## config.mk

```make
export PLATFORM = sky130hd
export DESIGN_NAME = abg_sqrt
export DESIGN_NICKNAME = d
export VERILOG_FILES = /design/src/sv/abg_sqrt.sv
export SDC_FILE = /design/constraint.sdc
export NUM_CORES = 1
export LEC_CHECK = 0
export BUFFER_PORTS_ARGS = -buffer_cell sky130_fd_sc_hd__buf_2
export CAP_MARGIN = 20
export CORE_MARGIN = 2
export CORE_UTILIZATION = 58
export DETAILED_ROUTE_END_ITERATION = 8
export GPL_TIMING_DRIVEN = 0
export PLACE_DENSITY = 0.79
export SLEW_MARGIN = 40
export SYNTH_ARGS = -nofsm -noshare
export SYNTH_HDL_FRONTEND = slang
export SYNTH_SLANG_ARGS = --single-unit
```

## constraint.sdc

```tcl
create_clock -name clk -period 2.91 [get_ports clk]
set_clock_uncertainty 0.2 [all_clocks]
set_input_delay 0.7275 -clock clk [delete_from_list [all_inputs] [get_ports clk]]
set_output_delay 0.7275 -clock clk [all_outputs]
set_load 0.03 [all_outputs]
```

## src/sv/abg_sqrt.sv

```systemverilog
// iterative integer square root, one result bit per cycle
`timescale 1ns / 1ps
module abg_sqrt #(
	parameter int W = 32
) (
	input  logic           clk,
	input  logic           arst_n,
	input  logic           start,
	input  logic [W-1:0]   operand,
	output logic           done,
	output logic [W/2-1:0] root
);

	localparam int RW = W / 2;
	localparam int REMW = RW + 2;
	localparam int CW = $clog2(RW + 1);

	logic          busy_q;
	logic          done_q;
	logic [CW-1:0] cnt_q;
	logic [W-1:0]  val_q;
	logic [RW-1:0] res_q;
	logic [REMW-1:0] rem_q;

	logic [REMW+1:0] tval;
	logic [REMW+1:0] tsub;
	logic            take;

	assign tval = {rem_q, val_q[W-1:W-2]};
	assign tsub = (REMW+2)'({res_q, 2'b01});
	assign take = tval >= tsub;

	always_ff @(posedge clk or negedge arst_n) begin
		if (!arst_n) begin
			busy_q <= 1'b0;
			done_q <= 1'b0;
			cnt_q  <= '0;
		end else begin
			done_q <= 1'b0;
			if (start) begin
				busy_q <= 1'b1;
				cnt_q  <= CW'(RW);
			end else if (busy_q) begin
				cnt_q <= cnt_q - 1'b1;
				if (cnt_q == CW'(1)) begin
					busy_q <= 1'b0;
					done_q <= 1'b1;
				end
			end
		end
	end

	always_ff @(posedge clk) begin
		if (start) begin
			val_q <= operand;
			res_q <= '0;
			rem_q <= '0;
		end else if (busy_q) begin
			val_q <= {val_q[W-3:0], 2'b00};
			if (take) begin
				rem_q <= REMW'(tval - tsub);
				res_q <= {res_q[RW-2:0], 1'b1};
			end else begin
				rem_q <= tval[REMW-1:0];
				res_q <= {res_q[RW-2:0], 1'b0};
			end
		end
	end

	assign done = done_q;
	assign root = res_q;

endmodule

```

[Word level (Yosys, flattened, before mapping)]
Index checks and enable logic that the tools add are counted.
Word-level totals
  register bits after elaboration: 73
  bits in latches: 0
  bits in writable memories: 0
  bits in read-only memories: 0
  bits of input ports: 35
  output and inout port bits: 17
  logic and storage cells: 23
  memories: 0
Cells by class
  $add $sub $neg: 2
  multiply operators: 0
  div/mod/pow operators: 0
  order comparisons: 1
  equal/unequal tests: 1
  shift-type cells: 0
  muxes and demuxes: 12
  bitwise logic cells: 0
  reductions and logical operators: 1
Operators with widths (count)
  $mux W32: 2
  $ge A20 B18 Y1: 1
  $mux W18: 1
  $sub A18 B18 Y18: 1
  $mux W5: 2
  $mux W1: 7
  $eq A5 B1 Y1 const B: 1
  $sub A5 B1 Y5 const B: 1
  $reduce_bool A2 Y1: 1

[Longest topological paths before layout]
  depth in word-level cells: 4
  depth in mapped cells: 11
  mapped depth without buffers: 9

[Least setup slack after synthesis]
No wires, ideal clock.
  path kind: flip-flop to flip-flop
  start point: reg res_q[3] (netlist: root[3])
  end point: reg rem_q[1]
  library setup time: 0.079 ns
  arrival: 2.442 ns
  required time: 2.631 ns
  path slack: 0.188 ns
  cell stages (with the launch flop): 11
  path buffers: 1
  period minus slack after synthesis: 2.722 ns
  cell sequence: dfxtp_1 inv_1 ha_1 buf_6 a21o_1 a211o_1 o21ai_2 o21a_4 o31ai_4 mux2_4 a211oi_2
Between the ends
  word-level cells in the longest chain between the ends: 2
Ends and longest elaborated chain
  start, declared: line 22  | logic [RW-1:0] res_q;
  start signal, assigned: line 62  | res_q <= {res_q[RW-2:0], 1'b1};
  start signal, assigned: line 65  | res_q <= {res_q[RW-2:0], 1'b0};
  $ge A20 B18 Y1: line 31  | assign take = tval >= tsub;
  $mux W18: line 60  | if (take) begin
  end signal, assigned: line 61  | rem_q <= REMW'(tval - tsub);
  end signal, assigned: line 64  | rem_q <= tval[REMW-1:0];
  end, declared: line 23  | logic [REMW-1:0] rem_q;
No other way between the ends.
A chain may end at the register's enable or synchronous reset.

[Worst setup path in the final report]
  start point: reg res_q[3] (netlist: root[3])
  end point: reg rem_q[9]
Between the ends
  word-level cells in the longest chain between the ends: 2
  elaborated cells on any way between the ends: 3
  those cells by class: 1 x add/sub; 1 x order compare; 1 x mux
Ends and longest elaborated chain (line)
  $sub A18 B18 Y18 or $ge A20 B18 Y1 (tied branches): 61, 31
  $mux W18 (*): 60
Every way passes the cells marked *; elsewhere a longest branch is shown, timed or not.

==> reports/metrics.cfg <==
[global_route]
grt_remaining_overflow = 0
antenna_found_initial = 0
track_usage_pct = 23.08
grt_max_degree = 33
grt_pass1_vias = 2993
grt_pass1_wl_mm = 13.48

[worst_setup_path]
crit_arrival_ns = 2.79
path_buf_inv = 3
r2r.worst_path.cells = 11
critPathLaunchType = flip-flop
cp_num_cells = 11
cpMostUsedCell = buf_6
crit_chain = inv_1, ha_1, buf_6, a21o_1, a211o_1, o21ai_2, o21a_4, o31ai_4, buf_6, mux2i_1, a211oi_1
path_class = flip-flop to flip-flop
crit_family = compound AO/OA/AOI/OAI gates
cp_max_fo = 10
crit_path_end_kind = flip-flop
slowest_delay_ns = 0.37
slowest_stage = dfxtp_1
crit_required_ns = 2.97

[min_path]
min-delay-path-class = flip-flop to flip-flop
whs_path_depth = 2

[place]
place_ws_ns = 0.2161
io_buffers = 51
place_congestion = 0.8360
place_hpwl_mm = 5.854

[timing]
period_minus_slack_ns = 2.726
setup_slack_ns = 0.1838
min_period_over_period_pct = 93.68
hold_viol = 0
tightest_slew_ns = 0.7756
rsz0062_at_grt = false
finalSetupViolations = 0
slew-limit-headroom_pct = 48.29
max_freq_ghz = 0.3668
setup_tns_ns = 0
drv_slew = 0

[pwr]
p_leak_uw = 0.001988
power_density_nw_per_um2 = 985.7
pwr-share-clk_pct = 16.4
peakVddDrop_mv = 0.5170
p_comb_share_pct = 51.1
finalPower_uw = 4416
intPower_uw = 2653
p_seq_share_pct = 32.5
p_sw_uw = 1763
swShare_pct = 39.93

[clock_tree]
cts_sinks = 73
post_cts_buffers = 0
numCtsBuffers = 9
clk_pin_slew_ns = 0.08
clk_latency_ns = 0.35
htreeDepth = 3
cts_tree = built
clockBufferDepth = 2
root_buffer = clkbuf_8

[routing]
avgRoutedWirePerCell_um = 15.90
drtAntennaViolNets = 0
vias = 2943
vias_per_cell = 5.703
first_pass_iters = 4
drt_iter0_drc = 182
remaining_drc_errors = 0
routed_wl_mm = 8.205

[logic_synthesis]
ys_seq_area_share_pct = 46.12
synth_edf_count = 32
synthCells = 368
yosys_warnings = 0
synth_area_um2 = 3939
avgSynthCellArea_um2 = 10.70
synth_seq_cells = 73
ys_types = 47
synth-async-reset-ratio_pct = 9.589
synth_ff_type = dfxtp_1
syn-num-nets = 423

[floorplanning]
ios = 52
initial_core_util_pct = 58.95
rows = 30
core_um2 = 6681
die_area_um2 = 7466
chipWidth_um = 86.41
dieHeight_um = 86.41

[finish]
fin_nets = 486
layout-drive-gt1-share_pct = 25.00
antenna_cells = 0
synthToLayoutAreaGrowth_pct = 13.75
utilization_pct = 67.06

[flow_run]
drv_cap = 0

[status]
outcome = complete, no violations

[metal layers]
layer | part of all wire [%] | wire length (um) | GRT usage [%] | vias up
li1 | - | - | - | 1452
met1 | 42 | 3470 | 26.28 | 1371
met2 | 49 | 4041 | 39.93 | 99
met3 | 5.6 | 461 | 5.810 | 21
met4 | 2.8 | 232 | 11.93 | 0
met5 | 0 | 0 | 0 | -
[worst min-delay path: cells and delay by family (launching register included)]
kind	cells	cell delay (ns)
AND/OR/NAND/NOR	1	0.06
AO/OA/AOI/OAI	1	0.06
flip-flops	1	0.33
[power groups by stage]
stage / combinational, uW / sequential, uW / clock (uW)
global placement: 2170 / 1450 / 0
CTS: 2240 / 1430 / 733
floorplan: 1790 / 1450 / 0
detailed placement: 2220 / 1450 / 0
global route: 2470 / 1460 / 773
finish: 2260 / 1430 / 725
[metrics by stage]
| step | instance area (um2) | hold WS, ns | std cells |
|---|---|---|---|
| after global placement | 4294 | 0.2671 | 499 |
| after detailed placement | 4294 | 0.2792 | 499 |
| after CTS | 4481 | 0.2903 | 516 |
| final | 4481 | 0.2935 | 516 |
| after floorplan | 3939 | 0.2319 | 368 |
| after global routing | 4481 | 0.3145 | 516 |
[sequential cells by signal, indices dropped and copies added (netlist names)]
name,count
cnt_q,5
root,16
done,1
busy_q,1
rem_q,18
val_q,32
[cells in the mapped netlist, drive strengths merged, types with 2 or more instances]
library cell	n	share of area (%)
nor2	41	3.9
dfxtp	34	17
edfxtp	32	24
mux2	31	9.0
mux2i	29	7.4
inv	22	2.1
ha	20	6.4
nand2	19	1.8
a21oi	14	1.9
a211oi	13	2.6
xnor2	11	2.4
o21ai	10	1.4
buf	9	1.4
clkbuf	9	0.86
nand2b	8	1.3
dfrtp	7	4.4
xor2	7	1.6
o211ai	6	1.1
nand3	5	0.64
a21o	4	0.76
nor3	4	0.51
a31oi	3	0.48
nand4	3	0.48
nor2b	3	0.48
o21a	3	0.76
a311oi	2	0.44
a31o	2	0.44
and2	2	0.32
and3	2	0.32
o2bb2a	2	0.51
o31ai	2	0.73
[final timing paths]
kind	start	to	slack, ns
worst max-delay path	root[3]	rem_q[9]	0.18
worst min-delay path	rem_q[12]	rem_q[12]	0.29
worst max register to register	root[3]	rem_q[9]	0.18
worst min register to register	rem_q[12]	rem_q[12]	0.29
max in group asynchronous	arst_n	cnt_q[0]	1.82
min in group asynchronous	arst_n	cnt_q[2]	0.53
[cells in the final DEF (no fill, tap or decap), drive strengths merged, types with 3 or more instances in the layout]
| cell type | n |
|---|---|
| buf | 60 |
| nor2 | 41 |
| dfxtp | 34 |
| edfxtp | 32 |
| mux2 | 31 |
| mux2i | 29 |
| inv | 24 |
| ha | 20 |
| nand2 | 19 |
| clkbuf | 18 |
| a21oi | 14 |
| a211oi | 13 |
| xnor2 | 11 |
| o21ai | 10 |
| nand2b | 8 |
| xor2 | 7 |
| dfrtp | 7 |
| o211ai | 6 |
| nand3 | 5 |
| a21o | 4 |
| nor3 | 4 |
| nand4 | 3 |
| a31oi | 3 |
| nor2b | 3 |
| clkinvlp | 3 |
| o21a | 3 |
[repair_timing]
item,4_1_cts,5_1_grt
hold buffers,1,0
gates resized for setup,0,0
endpoints found under the hold margin,7,0
[kinds of logic after synthesis]
| group | count (synthesis) | share of synthesized area [%] |
|---|---|---|
| xor gates and xnor gates | 18 | 4.003 |
| muxes | 60 | 16.33 |
| AOI/OAI and AO/OA | 67 | 12.42 |
| and+or+nand+nor | 90 | 10.39 |
| buffers and inverters | 40 | 4.384 |
| DFF | 73 | 46.12 |
| adders and majority gates | 20 | 6.353 |
[area by class of cell]
cell class | count | area, um2
sequential | 73 | 1817
timing repair buffer | 52 | 265.3
clock inverter | 7 | 52.55
fill | 532 | 2201
buffer | 18 | 90.09
multi-input combinational | 255 | 1949
inverter | 22 | 82.58
clock buffer | 9 | 123.9
tap | 80 | 100.1
(Power assumes the default switching activity.)
