===== src/sv/abg_div.sv =====
// iterative unsigned divider, four quotient bits per cycle
`timescale 1ns / 1ps
module abg_div #(
	parameter int N = 32,
	parameter int M = 16
) (
	input  logic         clk,
	input  logic         arst_n,
	input  logic         start,
	input  logic [N-1:0] dividend,
	input  logic [M-1:0] divisor,
	output logic         done,
	output logic [N-1:0] quot,
	output logic [M-1:0] rem
);

	localparam int STEPS = N / 4;
	localparam int CW = $clog2(STEPS + 1);

	logic          busy_q;
	logic          done_q;
	logic [CW-1:0] cnt_q;
	logic [N-1:0]  work_q;
	logic [M-1:0]  rem_q;
	logic [M-1:0]  div_q;

	logic [N-1:0]  work_nx;
	logic [M-1:0]  rem_nx;
	logic [M:0]    trial;

	always_comb begin
		work_nx = work_q;
		rem_nx  = rem_q;
		trial   = '0;
		for (int k = 0; k < 4; k++) begin
			trial   = {rem_nx, work_nx[N-1]};
			work_nx = {work_nx[N-2:0], 1'b0};
			if (trial >= {1'b0, div_q}) begin
				rem_nx     = M'(trial - {1'b0, div_q});
				work_nx[0] = 1'b1;
			end else begin
				rem_nx = trial[M-1:0];
			end
		end
	end

	always_ff @(posedge clk or negedge arst_n) begin
		if (!arst_n) begin
			busy_q <= 1'b0;
			done_q <= 1'b0;
			cnt_q  <= '0;
		end else begin
			done_q <= 1'b0;
			if (start) begin
				busy_q <= 1'b1;
				cnt_q  <= CW'(STEPS);
			end else if (busy_q) begin
				cnt_q <= cnt_q - 1'b1;
				if (cnt_q == CW'(1)) begin
					busy_q <= 1'b0;
					done_q <= 1'b1;
				end
			end
		end
	end

	always_ff @(posedge clk) begin
		if (start) begin
			work_q <= dividend;
			rem_q  <= '0;
			div_q  <= divisor;
		end else if (busy_q) begin
			work_q <= work_nx;
			rem_q  <= rem_nx;
		end
	end

	assign done = done_q;
	assign quot = work_q;
	assign rem  = rem_q;

endmodule


===== config.mk =====
export PLATFORM = sky130hd
export DESIGN_NAME = abg_div
export DESIGN_NICKNAME = d
export VERILOG_FILES = /design/src/sv/abg_div.sv
export SDC_FILE = /design/constraint.sdc
export NUM_CORES = 1
export LEC_CHECK = 0
export BUFFER_PORTS_ARGS = -buffer_cell sky130_fd_sc_hd__buf_2
export CORE_MARGIN = 2
export CORE_UTILIZATION = 25
export CTS_CLUSTER_SIZE = 16
export DETAILED_ROUTE_END_ITERATION = 6
export GPL_ROUTABILITY_DRIVEN = 0
export PLACE_DENSITY = 0.48
export REMOVE_ABC_BUFFERS = 1
export SYNTH_ARGS = -nofsm -noshare
export SYNTH_HDL_FRONTEND = slang
export SYNTH_SLANG_ARGS = --single-unit
export TNS_END_PERCENT = 1

===== constraint.sdc =====
create_clock -name clk -period 11.8 [get_ports clk]
set_input_delay 0.59 -clock clk [delete_from_list [all_inputs] [get_ports clk]]
set_output_delay 0.59 -clock clk [all_outputs]
set_load 0.005 [all_outputs]

=== Word-level counts from Yosys, hierarchy flattened ===
Index checks and enable logic that the tools add are counted.

* Mux-type cells: 18
* $add $sub $neg: 5
* Equal/unequal tests: 1
* Reductions and logical operators: 1
* $lt $le $gt $ge: 4

{| class="wikitable"
|+ Operators with widths
! operator !! count
|-
| greater-or-equal comparator 17 x 16 -> 1 bit || 4
|-
| two-way mux 16 bit || 4
|-
| two-way mux 32 bit || 2
|-
| subtractor 16 bit || 4
|-
| two-way mux 1 bit || 10
|-
| two-way mux 4 bit || 2
|-
| == test 4 x 1 -> 1 bit (second input constant) || 1
|-
| subtractor 4 x 1 -> 4 bit (second input constant) || 1
|-
| nonzero test 2 bit || 1
|}

* Output and inout bits: 49
* Register bits: 70
* Word-level logic and storage cells: 35

=== Logic depth before layout (Yosys ltp) ===
* Word-level depth: 10
* Gate-level depth with buffers: 44
* Mapped depth without buffers: 40

=== Worst setup path after synthesis ===
No wires, ideal clock.

* Path type: register to register
* Start: register div_q[1]
* End: register work_q[0] (netlist: quot[0]), data pin
* Data arrival time: 10.155 ns
* Cell stages (with the launch flop): 42
* Required time: 11.540 ns
* Period minus slack after synthesis: 10.415 ns
* Path buffers: 5
* Setup slack: 1.385 ns
* Library setup time: 0.260 ns
* Cells stage by stage: edfxtp_1 -> inv_1 -> ha_1 -> nor2b_1 -> o31a_1 -> o21ai_2 -> o221ai_4 -> buf_2 -> o21ai_0 -> inv_1 -> ha_1 -> nor2b_1 -> o31a_1 -> o41a_1 -> a211o_1 -> and3_1 -> a211oi_4 -> buf_4 -> (+6 left out) -> nor3b_1 -> a31oi_1 -> or2_2 -> o32ai_4 -> buf_6 -> mux2i_1 -> ha_1 -> nor2b_1 -> o21a_1 -> o21a_1 -> o22a_1 -> a221o_1 -> a311o_1 -> a211oi_1 -> o221ai_2 -> or2_4 -> buf_6 -> mux2_2

* Word-level cells in the longest chain between the ends: 10
* Elaborated cells on any way between the ends: 13
* Classes of those cells: 3 x add/sub; 4 x order compare; 6 x mux

{| class="wikitable"
|+ Ends and longest elaborated chain
! what !! line !! RTL
|-
| start, declared || 25 || <nowiki>logic [M-1:0] div_q;</nowiki>
|-
| start signal, assigned || 71 || <nowiki>div_q <= divisor;</nowiki>
|-
| subtractor 16 bit / greater-or-equal comparator 17 x 16 -> 1 bit (equally long branches) || 39, 38 ||
|-
| two-way mux 16 bit || 38 || <nowiki>if (trial >= {1'b0, div_q}) begin</nowiki>
|-
| subtractor 16 bit / greater-or-equal comparator 17 x 16 -> 1 bit (equally long branches) || 39, 38 ||
|-
| two-way mux 16 bit || 38 ||
|-
| subtractor 16 bit / greater-or-equal comparator 17 x 16 -> 1 bit (equally long branches) || 39, 38 ||
|-
| two-way mux 16 bit || 38 ||
|-
| greater-or-equal comparator 17 x 16 -> 1 bit * || 38 ||
|-
| two-way mux 1 bit * || 38 ||
|-
| two-way mux 32 bit * || 72 || <nowiki>end else if (busy_q) begin</nowiki>
|-
| two-way mux 32 bit * || 68 || <nowiki>if (start) begin</nowiki>
|-
| end signal, assigned || 69 || <nowiki>work_q <= dividend;</nowiki>
|-
| end signal, assigned || 73 || <nowiki>work_q <= work_nx;</nowiki>
|-
| end, declared || 23 || <nowiki>logic [N-1:0] work_q;</nowiki>
|}

Every way passes the cells marked *; elsewhere a longest branch is shown, timed or not. The select of a mux whose other input is x is not followed.
A chain may end at the register's enable or synchronous reset.

=== Worst setup path in the final report ===
Ends and elaborated chain as after synthesis.

==> summary.txt <==
Synthesis
  • Post-synth EDFFs: 48
  • Synth Register Bits: 70
  • Primary FF master, synth: edfxtp_1
  • Synth area leader: edfxtp_1
  • Top post-synthesis cells by area: edfxtp_1, ha_1, mux2_2, dfxtp_1, xnor2_1
  • Synth Instances: 710
  • Netlist cell types: 76
  • Syn_area_per_cell: 9.347 µm²
  • Part of the Yosys area used for sequential elements: 28.81%
  • Asr flop ratio synth: 8.571%
  • Post-synth top area share: 21.72%
  • YS warnings: 0
  • Mapped Area: 6636 µm²

Clocking
  • Post-CTS Resized: 0
  • CTS Buffer Depth: 2
  • Worst-path clk slew: 0.06 ns
  • Total CTS buffers: 9
  • CTS tree: done
  • Hold buffers post-CTS: 0
  • Clk_lat worst skew: 0.35 ns
  • CTS Sinks: 70
  • Root Buffer: clkbuf_16
  • Htree depth: 3

Die
  • Top Ports: 100
  • Die area: 27,860 µm²
  • Width of the die: 166.9 µm
  • Initial Utilization: 25.47%
  • Site row count: 59
  • Die Ht: 166.9 µm
  • Placeable Area: 26,060 µm²

Detailed routing
  • DRT Pass-1 Iters: 5
  • Vias: 5,689
  • Drt drc: 0
  • Routed WL per cell: 16.72 µm
  • Antenna Nets Post-Route: 0
  • Via/cell ratio: 4.951
  • WL final: 19,210 µm
  • DRT iter0 DRCs: 242

Layout
  • Util after Layout: 30.19%
  • Layout cells sized above 1: 25.31%
  • Nets@finish: 930
  • Antenna cell count: 0
  • Area grow syn2layout: 18.55%

Setup path
  • Data arrival, critical path: 10.81 ns
  • Crit path kind: reg -> reg
  • Startpoint class of the critical path: flop
  • Worst EP required: 11.90 ns
  • Worst path slowest cell: o32ai_4
  • Crit-path max FO: 13
  • CP most frequent cell: ha_1
  • CP peak stage delay: 0.59 ns
  • Crit end category: flop

STA
  • Final Hold Fails: 0
  • Max Freq: 93.33 MHz
  • Layout Skew: 0.01162 ns
  • Minimum clock period: 10.71 ns
  • TNS Setup: 0 ns
  • Final period utilization: 90.80%
  • Rel. slew slack: 41.70%
  • RSZ-0062 raised after global routing: false
  • Slew @ Worst Pin: 0.8745 ns
  • Max-slew violations: 0
  • Setup Viol. Count Final: 0

Place
  • Number of port buffers: 99
  • DP HPWL: 15,340 µm

Run
  • Number of max-cap violations: 0

GRT
  • Global route overflow: 0
  • Total Routing Usage GR: 13.68%
  • Vias in the first global route: 5,486
  • Initial antenna violation count: 0
  • Pin count of the biggest net entering global routing: 62
  • First-pass GRT wire length: 29,970 µm

Run status
  • Status: finished, final reports clean

Hold path
  • Min-Delay Path Class: in -> async
metrics by stage:
| stage | setup WS (ns) | cell area (µm²) | cells | hold WS [ns] |
|---|---|---|---|---|
| 6_report | 1.086 | 7868 | 1149 | 0.06179 |
| 5_1_grt | 0.1525 | 7868 | 1149 | 0.05840 |
| 4_1_cts | 0.6425 | 7810 | 1143 | 0.04648 |
| 3_5_place_dp | 0.6844 | 7487 | 1127 | 0.4241 |
| 3_3_place_gp | 0.9544 | 7487 | 1127 | 0.4219 |
| 2_1_floorplan | 1.210 | 6520 | 686 | 0.2944 |
cells in the final DEF (no fill, tap or decap), types with 6 or more instances in the layout:
cell type	netlist	layout
a21oi_1	42	42
o21bai_1	8	8
nand3_1	11	11
a2111oi_2	6	6
inv_1	50	50
nor4_1	13	13
buf_2	6	99
xor2_1	17	17
nor2b_1	11	11
dfxtp_1	16	16
dfrtp_1	6	6
o21ai_0	31	31
o211ai_1	7	7
nor2_1	65	65
mux2_2	57	57
nand4_1	8	8
nor3_1	11	11
edfxtp_1	48	48
clkbuf_16	0	9
xnor2_1	29	29
o21a_1	16	16
nand2_1	43	43
a21o_1	15	15
buf_4	1	12
a211oi_1	12	12
ha_1	66	66
sequential cells by signal (all words and copies together) (netlist names):
name	count
cnt_q	4
busy_q	1
done	1
quot	32
rem	16
div_q	16
path summary, 6_finish.rpt:
path,startpoint,cells past startpoint,end,slack [ns]
max,div_q[1],38,quot[0],1.09
min,arst_n,1,cnt_q[2],0.06
max reg2reg,div_q[1],38,quot[0],1.09
min reg2reg,cnt_q[3],2,cnt_q[3],0.53
max in group asynchronous,arst_n,1,cnt_q[0],11.59
min in group clk,divisor[12],1,div_q[12],0.41
final cells by class:
type,instances,area [µm²]
fill,2741,18190
multi-input combinational,566,4420
sequential,70,1912
timing repair buffer,112,605.6
tap,335,419.2
clock buffer,10,229.0
inverter,50,187.7
clock inverter,6,93.84
layer usage:
| metal | wire length [µm] | vias to the layer above | global-route usage (%) |
|---|---|---|---|
| li1 | - | 2871 | - |
| met1 | 9289 | 2701 | 18.99 |
| met2 | 9012 | 103 | 22.26 |
| met3 | 631 | 14 | 1.854 |
| met4 | 274 | 0 | 3.711 |
| met5 | 0 | - | 0 |
Yosys cell counts, types with 5 or more instances:
| cell type | n |
|---|---|
| nand2b_1 | 5 |
| buf_2 | 6 |
| nor2b_1 | 11 |
| nor4_1 | 13 |
| or3_1 | 5 |
| o21bai_1 | 8 |
| nand4_1 | 8 |
| a21o_1 | 15 |
| edfxtp_1 | 48 |
| nor2_1 | 65 |
| and2_1 | 5 |
| o21ai_0 | 31 |
| a21oi_1 | 42 |
| nor3_1 | 11 |
| ha_1 | 66 |
| dfrtp_1 | 6 |
| a211oi_1 | 12 |
| xor2_1 | 17 |
| o21a_1 | 16 |
| inv_1 | 50 |
| o211ai_1 | 7 |
| o31a_1 | 5 |
| clkbuf_1 | 13 |
| nand2_1 | 43 |
| xnor2_1 | 29 |
| nand3_1 | 11 |
| a31oi_1 | 5 |
| a2111oi_2 | 6 |
| dfxtp_1 | 16 |
| mux2_2 | 57 |
critical path, delay by kind of cell (launching register included):
| kind | cells | cell delay [ns] |
|---|---|---|
| and+or+nand+nor | 7 | 1.52 |
| buffers and inverters | 4 | 0.65 |
| DFF | 1 | 0.46 |
| adders and majority gates | 4 | 1.31 |
| muxes | 3 | 1.05 |
| AOI/OAI and AO/OA | 20 | 5.44 |
what timing repair did:
action                                 in CTS  in global routing
endpoints found under the hold margin       0                  0
setup buffers                               0                  6
setup endpoints to repair                   0                 17
cells by family (layout without fill, tap and decap cells):
group / count (synthesis) / after routing / share of synthesized area (%)
flip-flops: 70 / 70 / 28.81
buffers and inverters: 74 / 178 / 4.582
AND/OR/NAND/NOR: 193 / 193 / 14.35
AO/OA/AOI/OAI: 194 / 194 / 21.87
multiplexers: 63 / 63 / 10.67
XOR/XNOR: 46 / 46 / 6.071
adder cells (fa/ha/maj): 70 / 70 / 13.65
Power is not shown: default switching activity piles up to over one toggle a cycle in this logic, so the estimate is an artifact.
