$ cat src/sv/abg_ram.sv
// generic single-write single-read ram with registered read data
`timescale 1ns / 1ps
module abg_ram #(
	parameter int WIDTH = 8,
	parameter int DEPTH = 4,
	localparam int AW = (DEPTH > 1) ? $clog2(DEPTH) : 1
) (
	input  logic             clk,
	input  logic             we,
	input  logic [AW-1:0]    waddr,
	input  logic [WIDTH-1:0] wdata,
	input  logic [AW-1:0]    raddr,
	output logic [WIDTH-1:0] rdata
);

	logic [WIDTH-1:0] mem_q [DEPTH];
	logic [WIDTH-1:0] rdata_q;

	always_ff @(posedge clk) begin
		if (we) begin
			mem_q[waddr] <= wdata;
		end
		rdata_q <= mem_q[raddr];
	end

	assign rdata = rdata_q;

endmodule

$ cat config.mk
export PLATFORM = sky130hd
export DESIGN_NAME = abg_ram
export DESIGN_NICKNAME = d
export VERILOG_FILES = /design/src/sv/abg_ram.sv
export SDC_FILE = /design/constraint.sdc
export NUM_CORES = 1
export LEC_CHECK = 0
export ABC_AREA = 1
export BUFFER_PORTS_ARGS = -buffer_cell sky130_fd_sc_hd__buf_4
export CAP_MARGIN = 30
export CORE_AREA = 2 2 54 56
export CTS_BUF_LIST = sky130_fd_sc_hd__clkbuf_8
export DETAILED_ROUTE_END_ITERATION = 8
export DIE_AREA = 0 0 56 58
export MAX_ROUTING_LAYER = met4
export PLACE_DENSITY = 0.81
export SYNTH_ARGS = -nofsm -noshare
export SYNTH_HDL_FRONTEND = slang
export SYNTH_SLANG_ARGS = --single-unit
$ cat constraint.sdc
create_clock -name clk -period 1.9 [get_ports clk]
set_input_delay 0.19 -clock clk [delete_from_list [all_inputs] [get_ports clk]]
set_output_delay 0.19 -clock clk [all_outputs]
set_load 0.005 [all_outputs]
## Yosys cells after proc, flatten, opt, wreduce, memory -nomap -nowiden

Memories as Yosys holds them, arrays and structs flattened. A register that Yosys moved wholly into a read port is not among the register bits.
Cells that the tools add are included.
W data, S select, Z words.

| operators by class | value |
|---|---|
| muxes and demuxes | 2 |

Operator list:

| operator | number |
|---|---|
| $mux W1 | 2 |

| word-level totals | value |
|---|---|
| memories kept | 1 |
| logic and storage cells | 3 |
| output and inout bits | 8 |
| input bits | 14 |
| register bits | 0 |
| RAM bits | 32 |

Memory list:

| name | depth | bits a word | rd ports | clocked after Yosys merged registers in | write ports | RTL line | text |
|---|---|---|---|---|---|---|---|
| mem_q | 4 | 8 | 1 | 1 | 1 | 16 | `logic [WIDTH-1:0] mem_q [DEPTH];` |

## Depth between registers and ports, before layout

Gate-level depths: netlist (run 1).

| logic depth | value |
|---|---|
| depth after elaboration | 2 |
| depth in mapped cells | 6 |
| depth with buffers taken out | 4 |

## Worst setup path before layout (run 1)

OpenSTA, ideal clock, no wires.

| timing path | value |
|---|---|
| path type | in2reg |
| from | input port waddr[0] |
| to | memory mem_q[3][0] (enable) |
| arrival time | 0.870 ns |
| slack | 0.647 ns |
| stages on the path | 2 |
| cells stage by stage | inv_1 -> nor3_1 |

RTL lines:

| what | RTL line | text |
|---|---|---|
| start, declared | 10 | `input logic [AW-1:0] waddr,` |
| end, declared | 16 |  |

Straight into the memory's write port.

## Final worst setup path (run 1)

| timing path | value |
|---|---|
| from | register rdata_q[1], in the netlist rdata[1], read port of mem_q |
| to | output port rdata[1] |

RTL lines:

| what | RTL line | text |
|---|---|---|
| start, declared | 17 | `logic [WIDTH-1:0] rdata_q;` |
| end, declared | 13 | `output logic [WIDTH-1:0] rdata` |

No word-level cell between the ends.

==> impl_results.md, run 1 <==
* Status: finished clean
* Area Overhead vs Synth at 19.8%
* Initial antenna violation count at 0
* Sw frac at 21.8%
* Initial core utilization at 58.1%
* Post-DRT Antenna Nets at 0
* Clk_lat worst skew at 0.30 ns
* Worst setup margin at 0.981 ns
* Post-CTS setup buffers at 0
* Commonest cells post-synth: nand2_1 (40), inv_1 (36), edfxtp_1 (32)
* Max-cap viol count at 0
* Layout cells sized above 1 at 20.0%
* # diodes at 0
* Critical path capture point type: primary output
* First-pass GRT wire length at 4590 um
* Placed wire-length estimate at between 1500 and 2000 um
* Die Span X at roughly 56 um
* Total power at 1860 uW
* Vias in the first global route at 960
* Cts bufs inserted at 5
* Slowest stage delay, CP at roughly 0.31 ns
* Worst-path cell chain: buf_4
* Mapped Area at 1550 sq um
* Worst vdd ir at between 0.8 and 0.9 mV
* Top cell type's share of synthesized area at approximately 62%
* Die H at 58 um
* Crit path max-delay family: flip-flops
* Remaining DRCs at 0
* Row cnt at 19
* Slowest-stage cell, CP: dfxtp_1
* CTS sink count at 40
* Ys async rst share at 0%
* Total Wirelength at 2910 um
* DR WL/cell at 14.5 um
* Root buffer cell: clkbuf_8
* GP Congestion at between 0.8 and 0.9
* Post_cts resized at 0
* Drt first pass iters at 4
* Clk pwr share at 38.1%
* Top-level I/O count at 22
* PortBufs at 21
* CORE AREA at 2660 sq um
* Setup crit start kind: flip-flop
* Final nets at 183
* Final min period at 0.919 ns
* Buf+Inv Stages, Crit Path at 1
* Yosys cell types at 10
* Hold-fix buffers, CTS at 0
* Top cells by area, synth: edfxtp_1 (62%), dfxtp_1 (10%), nand2_1 (9.7%)
* Worst-path clk slew at 0.08 ns
* P_sw at 406 uW
* Vias per std cell at 4.98
* Largest net degree at the start of global routing at 18
* Die ar. at 3250 sq um
* Dominant synthesized flop cell: edfxtp_1
* Dpl ws at between 0.8 and 0.9 ns
* Worst-margin pin slew at 0.215 ns
* Comb pwr share at 7.6%
* Clk_skew at between 0.005 and 0.006 ns
* Critical Path RT at 1.71 ns
* Leakage Power at 0.000874 uW
* EDFF count, synth at 32
* Synthesized flop and latch total at 40
* Worst path arrival time at roughly 0.73 ns
* CTS tree: yes
* Post-synth top area cell: edfxtp_1
* Initial DRC Count at 31
* Syn Area/Cell at 11.0 sq um
* Synth warn at 0
* Tot GR Track Use at approximately a fifth
* Mapped Cells at 141
* H-tree Lvls at 2
* Final-report max-slew violation count at 0
* Synthesized net count at about 160
* Int Power at 1460 uW
* Clock tree buffer depth at 2
* Max Fanout on Critical Path at 1
* Critical setup path kind: reg2out
* Congestion Overflow GR at 0
* Final Hold Fails at 0
* Post-route clock period utilization at between 40% and 50%
* Setup violators final at 0
* Setup TNS at 0 ns
* Top-count cell post-synth: nand2_1
* Via count at 1001
* Relative slew margins at 85.5%
* Worst hold-check path type: in2reg
* Pwr/cell area at 1000 nW/um^2
* Post-synthesis sequential area ratio at 72.4%
* RSZ-0062 raised after global routing: no
* Fmax at around 1100 MHz
* Flop pwr share at 54.3%
==> worst reg2reg max path, cell delays in order, from the launching register on <==
cell and delay (ns):
edfxtp_1 0.37, inv_1 0.08, nand2_1 0.06, nand3_1 0.11, nand2_1 0.06
==> power groups by stage <==
stage	clock (uW)	sequential, uW	combinational, uW
after global routing	755	1020	156
after detailed placement	0	1030	139
after global placement	0	1030	135
after floorplan	0	1030	67.3
final	710	1010	141
after CTS	709	1010	141
==> registers in the layout, summed over array words and instances (netlist names) <==
| name | cells |
|---|---|
| mem_q | 32 |
| rdata | 8 |
==> path summary, 6_finish.rpt <==
kind	start	to	slack (ns)	cells past startpoint
setup / recovery	rdata[1]	rdata[1]	0.98	1
hold / removal	wdata[5]	mem_q[1][5]	0.1	1
setup reg to reg	mem_q[3][4]	rdata[4]	1.13	4
hold reg to reg	mem_q[3][2]	rdata[2]	0.55	4
==> area by class of cell <==
class                   instances  area [sq um]
clock buffers                   5          68.8
inverters                      37           141
repair buffers                 25           188
fillers                       185           808
multi-input cells              60           250
clock inverters                 3          46.3
flip-flops and latches         40          1120
well taps                      31          38.8
==> layout by cell type, fill, tap and decap left out <==
cell,n
clkinvlp_4,1
nor3_1,4
inv_1,36
edfxtp_1,32
inv_6,1
dfxtp_1,8
bufinv_16,1
nand3_1,16
buf_4,25
inv_4,1
clkbuf_8,5
nand2_1,40
==> metrics by stage <==
stage	cell area (sq um)	hold WS, ns	cells	utilization (%)
2_1_floorplan	1550	0.289	141	-
3_3_place_gp	1740	0.410	193	65.3
3_5_place_dp	1740	0.410	193	65.3
4_1_cts	1850	0.102	201	69.6
5_1_grt	1850	0.0983	201	69.6
6_report	1850	0.0964	201	69.6
==> metal layers <==
layer / vias up / GRT usage (%) / routed length (um)
met5: - / - / 0
met3: 6 / 7.14 / 179
met1: 467 / 26.1 / 1290
li1: 490 / - / -
met2: 38 / 30.9 / 1380
met4: 0 / 9.18 / 58
==> cells by family after synthesis <==
logic type | count (synthesis) | synth area share [%]
and+or+nand+nor | 60 | 16.2
buffers and inverters | 41 | 11.4
DFF | 40 | 72.4
Note: power is estimated with default switching activity, not from simulation.
==> run 2, diff against run 1 <==
CORE_AREA = 2 2 55 57   (was 2 2 54 56)
DIE_AREA = 0 0 57 59   (was 0 0 56 58)
PLACE_DENSITY = 0.78   (was 0.81)
clock period = 0.96 ns   (was 1.9 ns; I/O delays follow)
==> run 2 against run 1 <==
Final area decreased by 0.41%; first-iteration DRC count increased by 45%; combinational power increased by 100%; via count decreased by 2.1%; largest power group unchanged; critical path depth unchanged; critical endpoint is now rdata[7]; worst hold slack got worse by 0.081 ns; setup slack got worse by 0.84 ns; total power increased by 80%; non-clock buffer count increased by 1.
==> impl_results.md, run 2 (same netlist as run 1, synthesis figures left out) <==
* Row cnt at 19
* Worst-path clk slew at approximately 0.070 ns
* Initial antenna violation count at 0
* Slowest-stage cell, CP: dfxtp_1
* Initial DRC Count at 45
* Vias in the first global route at around 1000
* Crit path max-delay family: flip-flops
* CTS sink count at 40
* Status: finished clean
* Hold Path Depth at 1
* Post-route clock period utilization at 84.8%
* Critical path capture point type: primary output
* Clock tree buffer depth at 2
* Clk_lat worst skew at 0.29 ns
* Comb pwr share at approximately 8.4%
* Setup violators final at 0
* Root buffer cell: clkbuf_8
* Worst-path cell chain: buf_4
* PortBufs at 21
* Pwr/cell area at 1820 nW/um^2
* Post-route cell area at around 1800 sq um
* Post-DRT Antenna Nets at 0
* Worst-margin pin slew at approximately 0.22 ns
* Commonest non-fill, non-tap cell in the layout: nand2_1
* Clk pwr share at between 30% and 40%
* Setup crit start kind: flip-flop
* First-pass GRT wire length at 4610 um
* Final Hold Fails at 0
* Die H at 59 um
* Post-CTS setup buffers at 0
* Worst vdd ir at between 1.5 and 2 mV
* Buf+Inv Stages, Crit Path at 1
* GP Congestion at 0.833
* Die Span X at 57 um
* Vias per std cell at 4.85
* Critical setup path kind: reg2out
* Via count at 980
* Initial core utilization at a little under three fifths
* # diodes at 0
* Final nets at 184
* Hold-fix buffers, CTS at 0
* Filler cells at 195
* Setup TNS at 0 ns
* Flop pwr share at between 50% and 60%
* Worst hold-check path type: in2reg
* Max reg flops at 32
* Area Overhead vs Synth at 19.3%
* Placed cell area at 1750 sq um
* H-tree Lvls at 2
* Int Power at 2600 uW
* Layout cells sized above 1 at 20.5%
* Total power at 3350 uW
* Congestion Overflow GR at 0
* Largest net degree at the start of global routing at 18
* Clk_skew at 0.00282 ns
* Cts bufs inserted at 5
* Final-report max-slew violation count at 0
* Critical path depth at 1
* CTS tree: yes
* Top-level I/O count at 22
* Slowest stage delay, CP at 0.30 ns
* Worst path arrival time at about 0.72 ns
* Final min period at 0.814 ns
* Fmax at 1230 MHz
* Top reg by flops: mem_q
* P_sw at 752 uW
* Drt first pass iters at 4
* Leakage Power at ~0.00086 uW
* Placed wire-length estimate at 2010 um
* Most frequent cells in the layout: nand2_1 (40), inv_1 (36), edfxtp_1 (32)
* Sw frac at 22.4%
* Worst-case reg-to-reg path depth at 4
* Die ar. at 3360 sq um
* Max-cap viol count at 0
* Post_cts resized at 0
* Critical Path RT at 0.86 ns
* DR WL/cell at 13.9 um
* RSZ-0062 raised after global routing: no
* Max Fanout on Critical Path at 1
* Tot GR Track Use at between 15 and 20%
* Total Wirelength at 2800 um
* Relative slew margins at 85.4%
* CORE AREA at 2710 sq um
* Remaining DRCs at 0
[run 2: cell types whose count changed in the layout (fill, tap and decap cells not counted)]
cell,previous run,this run
dlygate4sd3_1,0,1
nor3_2,0,2
inv_6,1,0
nor3_1,4,2
clkinvlp_4,1,2
bufinv_16,1,0
clkinv_1,0,1
[run 2: layer usage]
metal / part of all wire [%] / global-route usage (%) / up-vias
li1: - / - / 492
met1: 46 / 25.0 / 439
met2: 46 / 30.4 / 41
met3: 5.4 / 5.90 / 8
met4: 2.4 / 8.97 / 0
met5: 0 / - / -
[run 2: path summary, 6_finish.rpt]
kind	start	to	slack [ns]
min	wdata[6]	mem_q[3][6]	0.02
min reg2reg	mem_q[1][7]	rdata[7]	0.55
max reg2reg	mem_q[0][1]	rdata[1]	0.21
max	rdata[7]	rdata[7]	0.15
[run 2: cell type report]
type	instances	area [sq um]	area share [%]
timing repair buffer	26	198	10.7
clock inverter	3	18.8	1.02
sequential	40	1120	60.7
multi-input combinational	60	260	14.1
inverter	37	141	7.66
clock buffer	5	68.8	3.73
tap	31	38.8	2.10
[run 2: metrics by stage]
step / worst slack, ns / hold slack, ns / util, % / instances
floorplan: -0.194 / 0.195 / - / 141
detailed placement: 0.0149 / 0.314 / 64.5 / 193
finish: 0.146 / 0.0150 / 68.1 / 202
global placement: 0.0607 / 0.316 / 64.5 / 193
CTS: 0.133 / 0.00553 / 67.8 / 201
global route: 0.118 / 0.00391 / 68.1 / 202
[run 2: power by group through the flow]
stage | combinational, uW | sequential [uW] | clock [uW]
2_1_floorplan | 136 | 2040 | 0
3_3_place_gp | 271 | 2040 | 0
3_5_place_dp | 279 | 2040 | 0
4_1_cts | 281 | 2000 | 1110
5_1_grt | 317 | 2010 | 1170
6_report | 282 | 2000 | 1070
